<file path="src/sv/iwf_pkg.sv">
`timescale 1ns / 1ps
// ---------------------------------------------------------------------------
// iwf_pkg: shared definitions for the warm-up gated IIR filter
// Tap counts, fixed-point widths, register indexes and the sequencer states.
// ---------------------------------------------------------------------------
package iwf_pkg;

	// Filter order: feedforward and feedback tap counts.
	localparam int NUM_B = 4;
	localparam int NUM_A = 4;

	// Payload widths.
	localparam int TIME_W   = 32;
	localparam int SAMPLE_W = 16;
	localparam int COEF_W   = 18;

	// Coefficient register file.
	localparam int NUM_REGS  = 8;
	localparam int REG_IDX_W = $clog2(NUM_REGS);
	localparam logic [REG_IDX_W-1:0] REG_B0 = REG_IDX_W'(0);
	localparam logic [REG_IDX_W-1:0] REG_A1 = REG_IDX_W'(4);
	localparam logic signed [COEF_W-1:0] COEF_B0_RESET = COEF_W'(32768);

	// Product is Q4.30; the accumulator holds up to eight products exactly.
	localparam int PROD_W = COEF_W + SAMPLE_W;
	localparam int ACC_W  = PROD_W + 4;
	localparam int FRAC_W = 15;
	localparam int Q_W    = ACC_W - FRAC_W;

	// Sequencer states.
	typedef enum logic [1:0] {
		ST_IDLE,
		ST_MAC,
		ST_DRAIN,
		ST_DONE
	} state_t;

endpackage

</file>
<file path="src/sv/iwf_in_if.sv">
`timescale 1ns / 1ps
// ---------------------------------------------------------------------------
// iwf_in_if: input sample channel
// Valid/ready channel carrying a timestamp and a Q1.15 sample.
// ---------------------------------------------------------------------------
interface iwf_in_if
	import iwf_pkg::*;
();
	logic                       valid;
	logic                       ready;
	logic [TIME_W-1:0]          in_time;
	logic signed [SAMPLE_W-1:0] sample;

	modport source (output valid, output in_time, output sample, input ready);
	modport sink (input valid, input in_time, input sample, output ready);
endinterface

</file>
<file path="src/sv/iwf_out_if.sv">
`timescale 1ns / 1ps
// ---------------------------------------------------------------------------
// iwf_out_if: filtered result channel
// Valid/ready channel carrying the passed-through timestamp and the result.
// ---------------------------------------------------------------------------
interface iwf_out_if
	import iwf_pkg::*;
();
	logic                       valid;
	logic                       ready;
	logic [TIME_W-1:0]          out_time;
	logic signed [SAMPLE_W-1:0] filtered;

	modport source (output valid, output out_time, output filtered, input ready);
	modport sink (input valid, input out_time, input filtered, output ready);
endinterface

</file>
<file path="src/sv/iir_filter_step_with_warmup_core.sv">
`timescale 1ns / 1ps
// ---------------------------------------------------------------------------
// iir_filter_step_with_warmup_core: direct-form-I IIR filter with warm-up
// Samples arrive on in_ch and results leave on out_ch, both valid/ready.
// One shared 18x16 multiplier and an exact accumulator are stepped over the
// taps by a small sequencer.
//
// Usage:
// - Coefficients are written through cfg_we/cfg_index/cfg_data; the user must
//   do so only while idle (not enforced). After reset b0 is 1.0, others zero.
// - The first NUM_B-1 samples only fill the input history; each such
//   transfer leaves the sequencer idle and produces no result.
// - Every later sample produces one result. The sequencer runs one tap per
//   cycle through the multiplier: NUM_B feedforward taps plus one feedback
//   tap for each output produced so far (at most NUM_A), then a drain step
//   for the product register and a final step that rounds and saturates.
// - in_ch.ready is high only while the sequencer is idle.
// - Results sit in an output register. A stalled receiver holds that
//   register; the next item is still taken and computed, and waits in the
//   final step until the output register is free.
// - Reset clears the fill counts, the output valid flag and all taps but b0.
// ---------------------------------------------------------------------------
module iir_filter_step_with_warmup_core
	import iwf_pkg::*;
(
	input  logic                       clk,
	input  logic                       arst_n,
	iwf_in_if.sink                     in_ch,
	iwf_out_if.source                  out_ch,
	input  logic                       cfg_we,
	input  logic [REG_IDX_W-1:0]       cfg_index,
	input  logic signed [COEF_W-1:0]   cfg_data
);

	localparam int YH_DEPTH = (NUM_A > 0) ? NUM_A : 1;
	localparam int XH_IW    = (NUM_B > 1) ? $clog2(NUM_B) : 1;
	localparam int YH_IW    = (YH_DEPTH > 1) ? $clog2(YH_DEPTH) : 1;
	localparam int TAP_W    = $clog2(NUM_B + NUM_A + 1);
	localparam int FILL_W   = 3;

	state_t state_q, state_d;

	logic signed [COEF_W-1:0]   coef_q [NUM_REGS];
	logic signed [SAMPLE_W-1:0] xh_q [NUM_B];
	logic signed [SAMPLE_W-1:0] yh_q [YH_DEPTH];
	logic [FILL_W-1:0]          x_fill_q;
	logic [FILL_W-1:0]          y_fill_q;
	logic [TIME_W-1:0]          time_q;
	logic [TAP_W-1:0]           tap_q;
	logic [TAP_W-1:0]           tap_end_q;

	logic signed [PROD_W-1:0]   prod_s1;
	logic                       sub_s1;
	logic                       pvld_s1;
	logic signed [ACC_W-1:0]    acc_q;

	logic                       out_valid_q;
	logic [TIME_W-1:0]          out_time_q;
	logic signed [SAMPLE_W-1:0] out_filt_q;

	logic                       in_xfer;
	logic                       out_xfer;
	logic                       in_ready;
	logic                       mac_en;
	logic                       done_fire;
	logic                       tap_last;
	logic                       warm_done;
	logic [FILL_W-1:0]          x_fill_inc;

	// Transfer strobes.
	assign in_xfer  = in_ch.valid && in_ready;
	assign out_xfer = out_valid_q && out_ch.ready;
	assign in_ch.ready = in_ready;

	// Input history fill after this sample is written.
	assign x_fill_inc = (x_fill_q < FILL_W'(NUM_B)) ? x_fill_q + FILL_W'(1) : x_fill_q;
	assign warm_done  = (x_fill_inc >= FILL_W'(NUM_B));
	assign tap_last   = (tap_q == tap_end_q - TAP_W'(1));

	// Next-state logic of the sequencer.
	always_comb begin
		state_d = state_q;
		unique case (state_q)
			ST_IDLE: begin
				if (in_ch.valid && warm_done) begin
					state_d = ST_MAC;
				end
			end
			ST_MAC: begin
				if (tap_last) begin
					state_d = ST_DRAIN;
				end
			end
			ST_DRAIN: begin
				state_d = ST_DONE;
			end
			ST_DONE: begin
				if (!out_valid_q || out_ch.ready) begin
					state_d = ST_IDLE;
				end
			end
			default: begin
				state_d = ST_IDLE;
			end
		endcase
	end

	// Output decode of the sequencer.
	always_comb begin
		in_ready  = 1'b0;
		mac_en    = 1'b0;
		done_fire = 1'b0;
		unique case (state_q)
			ST_IDLE:  in_ready  = 1'b1;
			ST_MAC:   mac_en    = 1'b1;
			ST_DRAIN: done_fire = 1'b0;
			ST_DONE:  done_fire = !out_valid_q || out_ch.ready;
			default:  in_ready  = 1'b0;
		endcase
	end

	always_ff @(posedge clk or negedge arst_n) begin
		if (!arst_n) begin
			state_q <= ST_IDLE;
		end else begin
			state_q <= state_d;
		end
	end

	// Coefficient registers.
	always_ff @(posedge clk or negedge arst_n) begin
		if (!arst_n) begin
			for (int i = 0; i < NUM_REGS; i++) begin
				coef_q[i] <= (i == int'(REG_B0)) ? COEF_B0_RESET : COEF_W'(0);
			end
		end else if (cfg_we) begin
			coef_q[cfg_index] <= cfg_data;
		end
	end

	// Input history shift line, newest sample at the head, and its fill count.
	always_ff @(posedge clk or negedge arst_n) begin
		if (!arst_n) begin
			x_fill_q <= '0;
		end else if (in_xfer) begin
			x_fill_q <= x_fill_inc;
		end
	end

	always_ff @(posedge clk) begin
		if (in_xfer) begin
			xh_q[0] <= in_ch.sample;
			for (int i = 1; i < NUM_B; i++) begin
				xh_q[i] <= xh_q[i-1];
			end
			time_q <= in_ch.in_time;
		end
	end

	// Tap counter: feedforward taps first, then one per stored output.
	always_ff @(posedge clk or negedge arst_n) begin
		if (!arst_n) begin
			tap_q     <= '0;
			tap_end_q <= '0;
		end else if (in_xfer) begin
			tap_q     <= '0;
			tap_end_q <= TAP_W'(NUM_B) + TAP_W'(y_fill_q);
		end else if (mac_en) begin
			tap_q <= tap_q + TAP_W'(1);
		end
	end

	// Operand selection for the shared multiplier.
	logic [TAP_W-1:0]           ytap;
	logic                       fb_tap;
	logic [REG_IDX_W-1:0]       coef_idx;
	logic signed [COEF_W-1:0]   mul_a;
	logic signed [SAMPLE_W-1:0] mul_b;
	logic signed [PROD_W-1:0]   prod_c;

	assign ytap   = tap_q - TAP_W'(NUM_B);
	assign fb_tap = (tap_q >= TAP_W'(NUM_B));

	always_comb begin
		if (fb_tap) begin
			coef_idx = REG_IDX_W'(ytap) + REG_A1;
			mul_b    = yh_q[ytap[YH_IW-1:0]];
		end else begin
			coef_idx = REG_IDX_W'(tap_q);
			mul_b    = xh_q[tap_q[XH_IW-1:0]];
		end
	end

	assign mul_a  = coef_q[coef_idx];
	assign prod_c = mul_a * mul_b;

	// Product register between multiplier and accumulator.
	always_ff @(posedge clk or negedge arst_n) begin
		if (!arst_n) begin
			pvld_s1 <= 1'b0;
		end else begin
			pvld_s1 <= mac_en;
		end
	end

	always_ff @(posedge clk) begin
		if (mac_en) begin
			prod_s1 <= prod_c;
			sub_s1  <= fb_tap;
		end
	end

	// Exact accumulator: feedback products are subtracted.
	always_ff @(posedge clk) begin
		if (in_xfer) begin
			acc_q <= '0;
		end else if (pvld_s1) begin
			if (sub_s1) begin
				acc_q <= acc_q - ACC_W'(prod_s1);
			end else begin
				acc_q <= acc_q + ACC_W'(prod_s1);
			end
		end
	end

	// Round to nearest with ties upwards, then saturate to Q1.15.
	localparam logic signed [Q_W-1:0] Q_MAX = Q_W'(32767);
	localparam logic signed [Q_W-1:0] Q_MIN = -Q_W'(32768);

	logic signed [ACC_W-1:0]    rnd_v;
	logic signed [Q_W-1:0]      rnd_q;
	logic signed [SAMPLE_W-1:0] y_sat;

	assign rnd_v = acc_q + ACC_W'(1 << (FRAC_W - 1));
	assign rnd_q = rnd_v[ACC_W-1:FRAC_W];

	always_comb begin
		if (rnd_q > Q_MAX) begin
			y_sat = SAMPLE_W'(Q_MAX);
		end else if (rnd_q < Q_MIN) begin
			y_sat = SAMPLE_W'(Q_MIN);
		end else begin
			y_sat = rnd_q[SAMPLE_W-1:0];
		end
	end

	// Output history shift line, newest output at the head.
	always_ff @(posedge clk or negedge arst_n) begin
		if (!arst_n) begin
			y_fill_q <= '0;
		end else if (done_fire && (NUM_A > 0) && (y_fill_q < FILL_W'(NUM_A))) begin
			y_fill_q <= y_fill_q + FILL_W'(1);
		end
	end

	always_ff @(posedge clk) begin
		if (done_fire) begin
			yh_q[0] <= y_sat;
			for (int i = 1; i < YH_DEPTH; i++) begin
				yh_q[i] <= yh_q[i-1];
			end
		end
	end

	// Output register towards the receiver.
	always_ff @(posedge clk or negedge arst_n) begin
		if (!arst_n) begin
			out_valid_q <= 1'b0;
		end else if (done_fire) begin
			out_valid_q <= 1'b1;
		end else if (out_xfer) begin
			out_valid_q <= 1'b0;
		end
	end

	always_ff @(posedge clk) begin
		if (done_fire) begin
			out_time_q <= time_q;
			out_filt_q <= y_sat;
		end
	end

	assign out_ch.valid    = out_valid_q;
	assign out_ch.out_time = out_time_q;
	assign out_ch.filtered = out_filt_q;

	// A new result appears only from the final step of the sequencer.
	a_result_from_done: assert property (@(posedge clk) disable iff (!arst_n)
		$rose(out_valid_q) |-> $past(state_q == ST_DONE))
		else $error("result appeared outside the final step");

	// The tap counter stays within the taps set up for this item.
	a_tap_bound: assert property (@(posedge clk) disable iff (!arst_n)
		(state_q == ST_MAC) |-> (tap_q < tap_end_q))
		else $error("tap counter ran past the last tap");

	// A warm-up sample produces no work for the multiplier.
	a_warmup_idle: assert property (@(posedge clk) disable iff (!arst_n)
		(in_xfer && !warm_done) |=> (state_q == ST_IDLE))
		else $error("warm-up sample started the multiplier");

	// Fill counts never exceed their history depths.
	a_fill_bound: assert property (@(posedge clk) disable iff (!arst_n)
		(x_fill_q <= FILL_W'(NUM_B)) && (y_fill_q <= FILL_W'(NUM_A)))
		else $error("history fill count out of range");

endmodule

</file>
<file path="src/flat_wrapper.sv">
// flat-port wrapper written by rule: the top's interface ports become plain ports
module iir_filter_step_with_warmup_core_flat import iwf_pkg::*;
  (clk, arst_n, cfg_we, cfg_index, cfg_data, in_ch_valid, in_ch_in_time, in_ch_sample, in_ch_ready, out_ch_valid, out_ch_out_time, out_ch_filtered, out_ch_ready);
  iwf_in_if in_ch_i ();
  iwf_out_if out_ch_i ();
  input  logic clk;
  input  logic arst_n;
  input  logic cfg_we;
  input  logic [REG_IDX_W-1:0] cfg_index;
  input  logic signed [COEF_W-1:0] cfg_data;
  input wire logic [$bits(in_ch_i.valid)-1:0] in_ch_valid;
  input wire logic [$bits(in_ch_i.in_time)-1:0] in_ch_in_time;
  input wire logic [$bits(in_ch_i.sample)-1:0] in_ch_sample;
  output wire logic [$bits(in_ch_i.ready)-1:0] in_ch_ready;
  output wire logic [$bits(out_ch_i.valid)-1:0] out_ch_valid;
  output wire logic [$bits(out_ch_i.out_time)-1:0] out_ch_out_time;
  output wire logic [$bits(out_ch_i.filtered)-1:0] out_ch_filtered;
  input wire logic [$bits(out_ch_i.ready)-1:0] out_ch_ready;
  assign in_ch_i.valid = in_ch_valid;
  assign in_ch_i.in_time = in_ch_in_time;
  assign in_ch_i.sample = in_ch_sample;
  assign in_ch_ready = in_ch_i.ready;
  assign out_ch_valid = out_ch_i.valid;
  assign out_ch_out_time = out_ch_i.out_time;
  assign out_ch_filtered = out_ch_i.filtered;
  assign out_ch_i.ready = out_ch_ready;
  iir_filter_step_with_warmup_core u_core (.clk(clk), .arst_n(arst_n), .in_ch(in_ch_i), .out_ch(out_ch_i), .cfg_we(cfg_we), .cfg_index(cfg_index), .cfg_data(cfg_data));
endmodule
</file>
<file path="config.mk">
export PLATFORM = sky130hd
export DESIGN_NAME = iir_filter_step_with_warmup_core_flat
export DESIGN_NICKNAME = d
export VERILOG_FILES = /design/src/sv/iwf_pkg.sv /design/src/sv/iwf_in_if.sv /design/src/sv/iwf_out_if.sv /design/src/sv/iir_filter_step_with_warmup_core.sv /design/src/flat_wrapper.sv
export SDC_FILE = /design/constraint.sdc
export NUM_CORES = 1
export LEC_CHECK = 0
export BUFFER_PORTS_ARGS = -buffer_cell sky130_fd_sc_hd__buf_2
export CAP_MARGIN = 20
export CORE_ASPECT_RATIO = 2
export CORE_MARGIN = 2
export CORE_UTILIZATION = 60
export DETAILED_ROUTE_END_ITERATION = 8
export PLACE_DENSITY = 0.86
export SYNTH_ARGS = -nofsm -noshare
export SYNTH_HDL_FRONTEND = slang
export SYNTH_SLANG_ARGS = --single-unit
</file>
<file path="constraint.sdc">
create_clock -name clk -period 22.6 [get_ports clk]
set_clock_uncertainty 0.05 [all_clocks]
set_input_delay 1.13 -clock clk [delete_from_list [all_inputs] [get_ports clk]]
set_output_delay 1.13 -clock clk [all_outputs]
set_load 0.02 [all_outputs]
</file>
==> run summary, run 1 <==
Slew HR: 22.7%
CTS sink cnt: 427
global-route wire length before repair: 126,000 µm
Final ANT Viol Nets: 0
yosys warns: 0
Starting Density: 60.7%
fraction of layout cells with a size suffix above 1: 18.4%
final setup TNS: 0 ns
Layout area overhead: 9.42%
Worst Setup Path Type: flop to flop
vias per inst: 6.12
largest net degree at the start of global routing: 90
Seq cells post-synth: 427
H-tree depth: 2
DIE WIDTH: 163 µm
vias: 20.9k
CP endpoint kind: flop
Worst Min Path Start: u_core.time_q[22]
EDFF count, synth: 227
DP Area: 0.0318 mm²
Worst setup SP type: flop
Buffers on Ports: 123
Cells after Synth: 2,603
max_cap viols: 0
Worst path slowest cell: dfrtp_4
Fmax: 0.108 GHz
fillers: 3,586
Residual DRC: 0
Async SR Flop Fraction: 37.9%
worst endpoint required time: 22.86 ns
Post-CTS Setup Inserts: 0
cts repair resizes: 0
number of CTS-inserted buffers: 39
Hold Vio Cnt, Final: 0
fin crit share: 40.9%
most frequent CP cell: fa_1
Clock Latency Late Sink: 0.58 ns
Post-Synth XOR/XNOR Area: 3.26%
Post-Syn Nets: 3,101
CTS tree: built
drt pass-1 iters: 6
outcome: complete, no violations
cell area after layout: 0.0332 mm²
Crit Path Max Fanout: 39
mapped cell area: 0.0304 mm²
Top Ports: 124
Cell Chain, Critical Path: buf_4, mux4_2, mux2i_1, nor2_1, fa_1, inv_1, fa_1, fa_1, fa_1, inv_1, fa_1, inv_1, fa_1, inv_1, ha_1, o21a_1, o21ai_0, nand2b_1, o2111a_1, nor3_1, o21ai_1, a21o_1, a21oi_1, xnor2_1
mux share of post-synthesis cell area: 13.0%
critical register-to-register path startpoint: u_core.tap_q[0]
core outline area: 0.0501 mm²
Clock Tree Buf Depth: 3
Die ar.: 0.0526 mm²
vias in the first global route: 23.0k
Final Setup Violations: 0
Root Driver: clkbuf_16
Slew Limit Fails: 0
Total Routing Usage GR: 31.9%
crit path from: u_core.tap_q[0]
drt wl/cell: 23.9 µm
Hold Crit Class: flop to flop
routability cong.: 1.03
library cells used by synthesis: 79
minimum clock period: 9.24 ns
Avg Inst Size Synth: 11.7 µm²
largest family of logic cells by synthesized area: adder cells
Synth Area in Compound Gates: 5.64%
Detailed Route WL: 81,400 µm
detailed placement HPWL: 60,600 µm
# rows: 116
worst-margin pin slew: 1.14 ns
sequential share of the synthesized area: 38.3%
Overflow after GRT: 0
Initial DRC Count: 1,513
unrepaired setup endpoints after global routing: no
Synth Area in Simple Gates: 9.11%
initial antenna violation count: 2
Main synth FF type: edfxtp_1
slowest stage delay, CP: 0.87 ns
Die Y: 322 µm
CP arrival: 9.50 ns
Hold Buf Count CTS: 0
CTS clk-pin slew, worst paths: 0.07 ns
Final nets: 3,225
adder-cell share of the synthesized area: 24.7%
-- Yosys cell counts (all sizes together) (11+ instances only) --
master	n	area (µm²)
mux2i	48	493
nor2b	18	113
xnor2	91	797
mux2	171	1930
nor3	38	200
mux4	68	1530
nand2b	29	181
a21o	25	188
clkbuf	58	218
nor4	12	96.3
a211oi	17	143
a21oi	73	384
inv	402	1510
dfrtp	161	4030
nand3	39	200
nand2	183	687
dfxtp	38	761
buf	22	106
ha	133	1660
edfxtp	227	6820
nor2	235	882
fa	291	5830
xor2	22	193
o21ai	55	275
o21a	11	82.6
-- through the flow --
stage               util (%)  hold slack, ns  instances  setup slack (ns)
floorplan                  -           0.350       2603             15.08
global placement        63.6           0.350       3334             13.57
detailed placement      63.6           0.355       3334             13.38
CTS                     66.3           0.372       3406             13.32
global route            66.4           0.374       3409             12.97
finish                  66.4           0.371       3409             13.36
-- placed cells by master, fill, tap and decap left out, types with 9 or more instances in the layout --
| cell | instances |
|---|---|
| nor2_1 | 234 |
| dfxtp_1 | 38 |
| buf_4 | 39 |
| nand3_1 | 38 |
| mux2i_1 | 43 |
| mux4_2 | 68 |
| or2_2 | 9 |
| mux2_2 | 171 |
| edfxtp_1 | 227 |
| nand2_1 | 183 |
| a21o_1 | 25 |
| dfrtp_1 | 158 |
| inv_1 | 402 |
| fa_1 | 291 |
| nor2b_1 | 18 |
| a211oi_1 | 14 |
| xnor2_1 | 91 |
| a21oi_1 | 70 |
| xor2_1 | 22 |
| ha_1 | 132 |
| nor4_1 | 10 |
| clkbuf_16 | 39 |
| buf_2 | 122 |
| nor3_1 | 34 |
| nand2b_1 | 29 |
| o21ai_0 | 49 |
| o21a_1 | 11 |
-- critical path: cells and delay by family, from the launching register on --
kind                       cells  cell delay [ns]
adders and majority gates      7             3.51
muxes                          2             1.41
AOI/OAI and AO/OA              6             1.33
buffers and inverters          5             0.94
DFF                            1             0.87
and+or+nand+nor                3             0.67
xor gates and xnor gates       1             0.11
-- layer usage --
metal  up-vias  track usage [%]  share of wire, %  wire length, µm
met2       962             57.9                53            43300
met5         -                0                 0                0
met3       419             4.96               5.9             4790
met4         0             26.7                10             8170
met1     10506             31.4                31            25100
li1       8969                -                 -                -
-- logic make-up after synthesis --
kind of cell / Yosys count
AND/OR/NAND/NOR: 613
XOR/XNOR: 113
flip-flops: 427
multiplexers: 287
buffers and inverters: 483
AO/OA/AOI/OAI: 256
adder cells (fa/ha/maj): 424
-- layout make-up --
class	instances	area, µm²	area share [%]
antenna	2	5.00	0.0151
clock buffer	49	1050	3.15
timing repair buffer	163	930	2.80
sequential	427	11600	35.0
tap	649	812	2.44
multi-input combinational	1693	17000	51.0
clock inverter	23	333	1.00
inverter	403	1520	4.56
-- flip-flops by register name, indices dropped and copies added, names as in the netlist, 2 cells and up --
| name | count |
|---|---|
| u_core.acc_q | 38 |
| u_core.prod_s1 | 34 |
| u_core.x_fill_q | 3 |
| u_core.xh_q | 64 |
| u_core.time_q | 32 |
| u_core.out_ch.out_time | 32 |
| u_core.y_fill_q | 3 |
| u_core.yh_q | 64 |
| u_core.tap_end_q | 4 |
| u_core.tap_q | 4 |
| u_core.state_q | 2 |
| u_core.coef_q | 144 |
-- path summary, 6_finish.rpt --
kind / slack, ns / endpoint / depth (start not counted)
max in group asynchronous: 20.40 / u_core.coef_q[42] / 2
min: 0.37 / u_core.out_ch.out_time[22] / 0
min in group asynchronous: 0.56 / u_core.coef_q[12] / 1
min reg2reg: 0.37 / u_core.out_ch.out_time[22] / 0
max reg2reg: 13.36 / u_core.prod_s1[30] / 24
max: 13.36 / u_core.prod_s1[30] / 24
Power of run 1 is left out: the tool's default activity adds up to more than one toggle a clock period on the data nets, which glitch-free logic cannot reach.
==> inputs of run 2 (changes only) <==
clock period = 9.1 ns   (was 22.6 ns; I/O delays follow)
==> run 2 against run 1 <==
First-iteration DRC count rose by 8.0%. Largest cell class unchanged. Flip-flop and latch count is the same. Critical path type unchanged. Non-clock buffer count is 39 higher. Die area unchanged. Final cell count grew 1.1%. Utilization is 0.76 points higher. Fmax rose by 7.4%. Critical path depth increased by 1.
==> run summary, run 2 (synthesis gave the netlist of run 1 again) <==
Crit Path Max Fanout: 30 (was 39)
vias per inst: 6.10 (was 6.12)
routability cong.: 1.02 (was 1.03)
Layout area overhead: 10.7% (was 9.42%)
Hold Crit Class: input port to flop (was flop to flop)
Clock Latency Late Sink: 0.57 ns (was 0.58 ns)
Hold Path Depth: 1 (was 0)
final setup TNS: 0 ns (unchanged)
CTS tree: built (unchanged)
vias: 21.0k (was 20.9k)
FF-to-FF path depth: 25 (was 24)
CTS clk-pin slew, worst paths: 0.07 ns (about the same)
Slew Limit Fails: 0 (unchanged)
drt pass-1 iters: 5 (was 6)
number of CTS-inserted buffers: 38 (was 39)
fin crit share: 94.5% (was 40.9%)
max_cap viols: 0 (unchanged)
Die ar.: 0.0526 mm² (unchanged)
drt wl/cell: 24.4 µm (was 23.9 µm)
DIE WIDTH: 163 µm (unchanged)
Clock Tree Buf Depth: 3 (unchanged)
Root Driver: clkbuf_16 (unchanged)
Buffers on Ports: 123 (unchanged)
Final ANT Viol Nets: 0 (unchanged)
H-tree depth: 2 (unchanged)
fraction of layout cells with a size suffix above 1: 18.5% (was 18.4%)
largest reg by FF count: u_core.coef_q (unchanged)
worst-margin pin slew: 1.00 ns (was 1.14 ns)
Hold WS: 0.0122 ns (was 0.371 ns)
most common cell after layout, fill and taps aside: inv_1 (unchanged)
Detailed Route WL: 84,200 µm (was 81,400 µm)
Final Setup Violations: 0 (unchanged)
Total Routing Usage GR: 32.9% (was 31.9%)
Residual DRC: 0 (unchanged)
cts repair resizes: 0 (unchanged)
core outline area: 0.0501 mm² (unchanged)
initial antenna violation count: 2 (unchanged)
Starting Density: 60.7% (unchanged)
Worst setup SP type: flop (unchanged)
Fmax: 0.116 GHz (was 0.108 GHz)
vias in the first global route: 23.4k (was 23.0k)
Final WS setup: 0.498 ns (was 13.36 ns)
max reg flops: 144 (unchanged)
Hold Vio Cnt, Final: 0 (unchanged)
# rows: 116 (unchanged)
Finished Layout Cells: 3,446 (was 3,409)
detailed placement HPWL: 62,000 µm (was 60,600 µm)
minimum clock period: 8.60 ns (was 9.24 ns)
Worst Setup Path Type: flop to flop (unchanged)
Top Ports: 124 (unchanged)
outcome: complete, no violations (unchanged)
Slew HR: 33.4% (was 22.7%)
Largest regs: u_core.coef_q x144, u_core.xh_q x64, u_core.yh_q x64 (unchanged)
Overflow after GRT: 0 (unchanged)
CTS sink cnt: 427 (unchanged)
Final nets: 3,263 (was 3,225)
Die Y: 322 µm (unchanged)
CP arrival: 8.87 ns (was 9.50 ns)
Cells after DPL: 3,347 (was 3,334)
largest net degree at the start of global routing: 91 (was 90)
CP endpoint kind: flop (unchanged)
Initial DRC Count: 1,634 (was 1,513)
global-route wire length before repair: 129,000 µm (was 126,000 µm)
setup slack at placement: 0.639 ns (was 13.38 ns)
worst endpoint required time: 9.36 ns (was 22.86 ns)
unrepaired setup endpoints after global routing: no (unchanged)
most frequent cells in the layout: inv_1 (402), fa_1 (291), nor2_1 (234) (unchanged)
run 2: cell types whose count changed in the layout (fill, tap and decap cells not counted), sizes merged:
cell	previous run	this run
buf	163	177
clkbuf	49	54
clkinv	11	4
clkinvlp	5	3
dlygate4sd3	0	25
inv	405	407
run 2: through the flow:
step	util, %	instance area [µm²]
after floorplan	-	30400
after global placement	63.8	32000
after detailed placement	63.8	32000
after CTS	67.0	33500
after global routing	67.1	33600
final	67.1	33600
run 2: critical path, stage by stage, from the launching register on:
cell and delay (ns):
dfrtp_4 0.85, buf_12 0.31, mux4_2 0.54, mux2i_1 0.73, buf_4 0.30, nor2_1 0.06, fa_1 0.49, inv_1 0.06
fa_1 0.49, fa_1 0.52, inv_1 0.05, fa_1 0.51, fa_1 0.55, inv_1 0.05, fa_1 0.53, inv_1 0.04
ha_1 0.32, o21a_1 0.13, o21ai_0 0.32, nand2b_1 0.17, o2111a_1 0.17, nor3_1 0.30, o21ai_1 0.19, a211o_1 0.29
a21oi_1 0.19, xnor2_1 0.09
run 2: area by class of cell:
type | instances | area (µm²)
repair buffers | 202 | 1340
fillers | 3626 | 16500
diodes | 2 | 5.00
multi-input cells | 1693 | 16900
well taps | 649 | 812
clock buffers | 54 | 1070
inverters | 403 | 1520
clock inverters | 16 | 295
flip-flops and latches | 427 | 11600
run 2: final timing paths:
check	to	slack, ns	startpoint
max in group asynchronous	u_core.coef_q[41]	6.99	arst_n
min	u_core.time_q[7]	0.01	in_ch_in_time[7]
max	u_core.prod_s1[32]	0.50	u_core.tap_q[0]
min in group asynchronous	u_core.coef_q[52]	0.50	arst_n
max reg2reg	u_core.prod_s1[32]	0.50	u_core.tap_q[0]
min reg2reg	u_core.out_ch.out_time[27]	0.37	u_core.time_q[27]
run 2: layer usage:
layer,GRT usage [%],wire (µm),vias up
met5,0,0,-
met4,26.1,8500,0
met3,3.97,4380,423
met2,60.6,45100,980
met1,32.8,26200,10573
li1,-,-,9045
run 2: what timing repair did:
| item | in CTS | in global routing |
|---|---|---|
| hold endpoints to repair | 110 | 2 |
| hold buffers | 23 | 2 |
| setup buffers | 0 | 0 |
Power of run 2 is left out for the same reason.
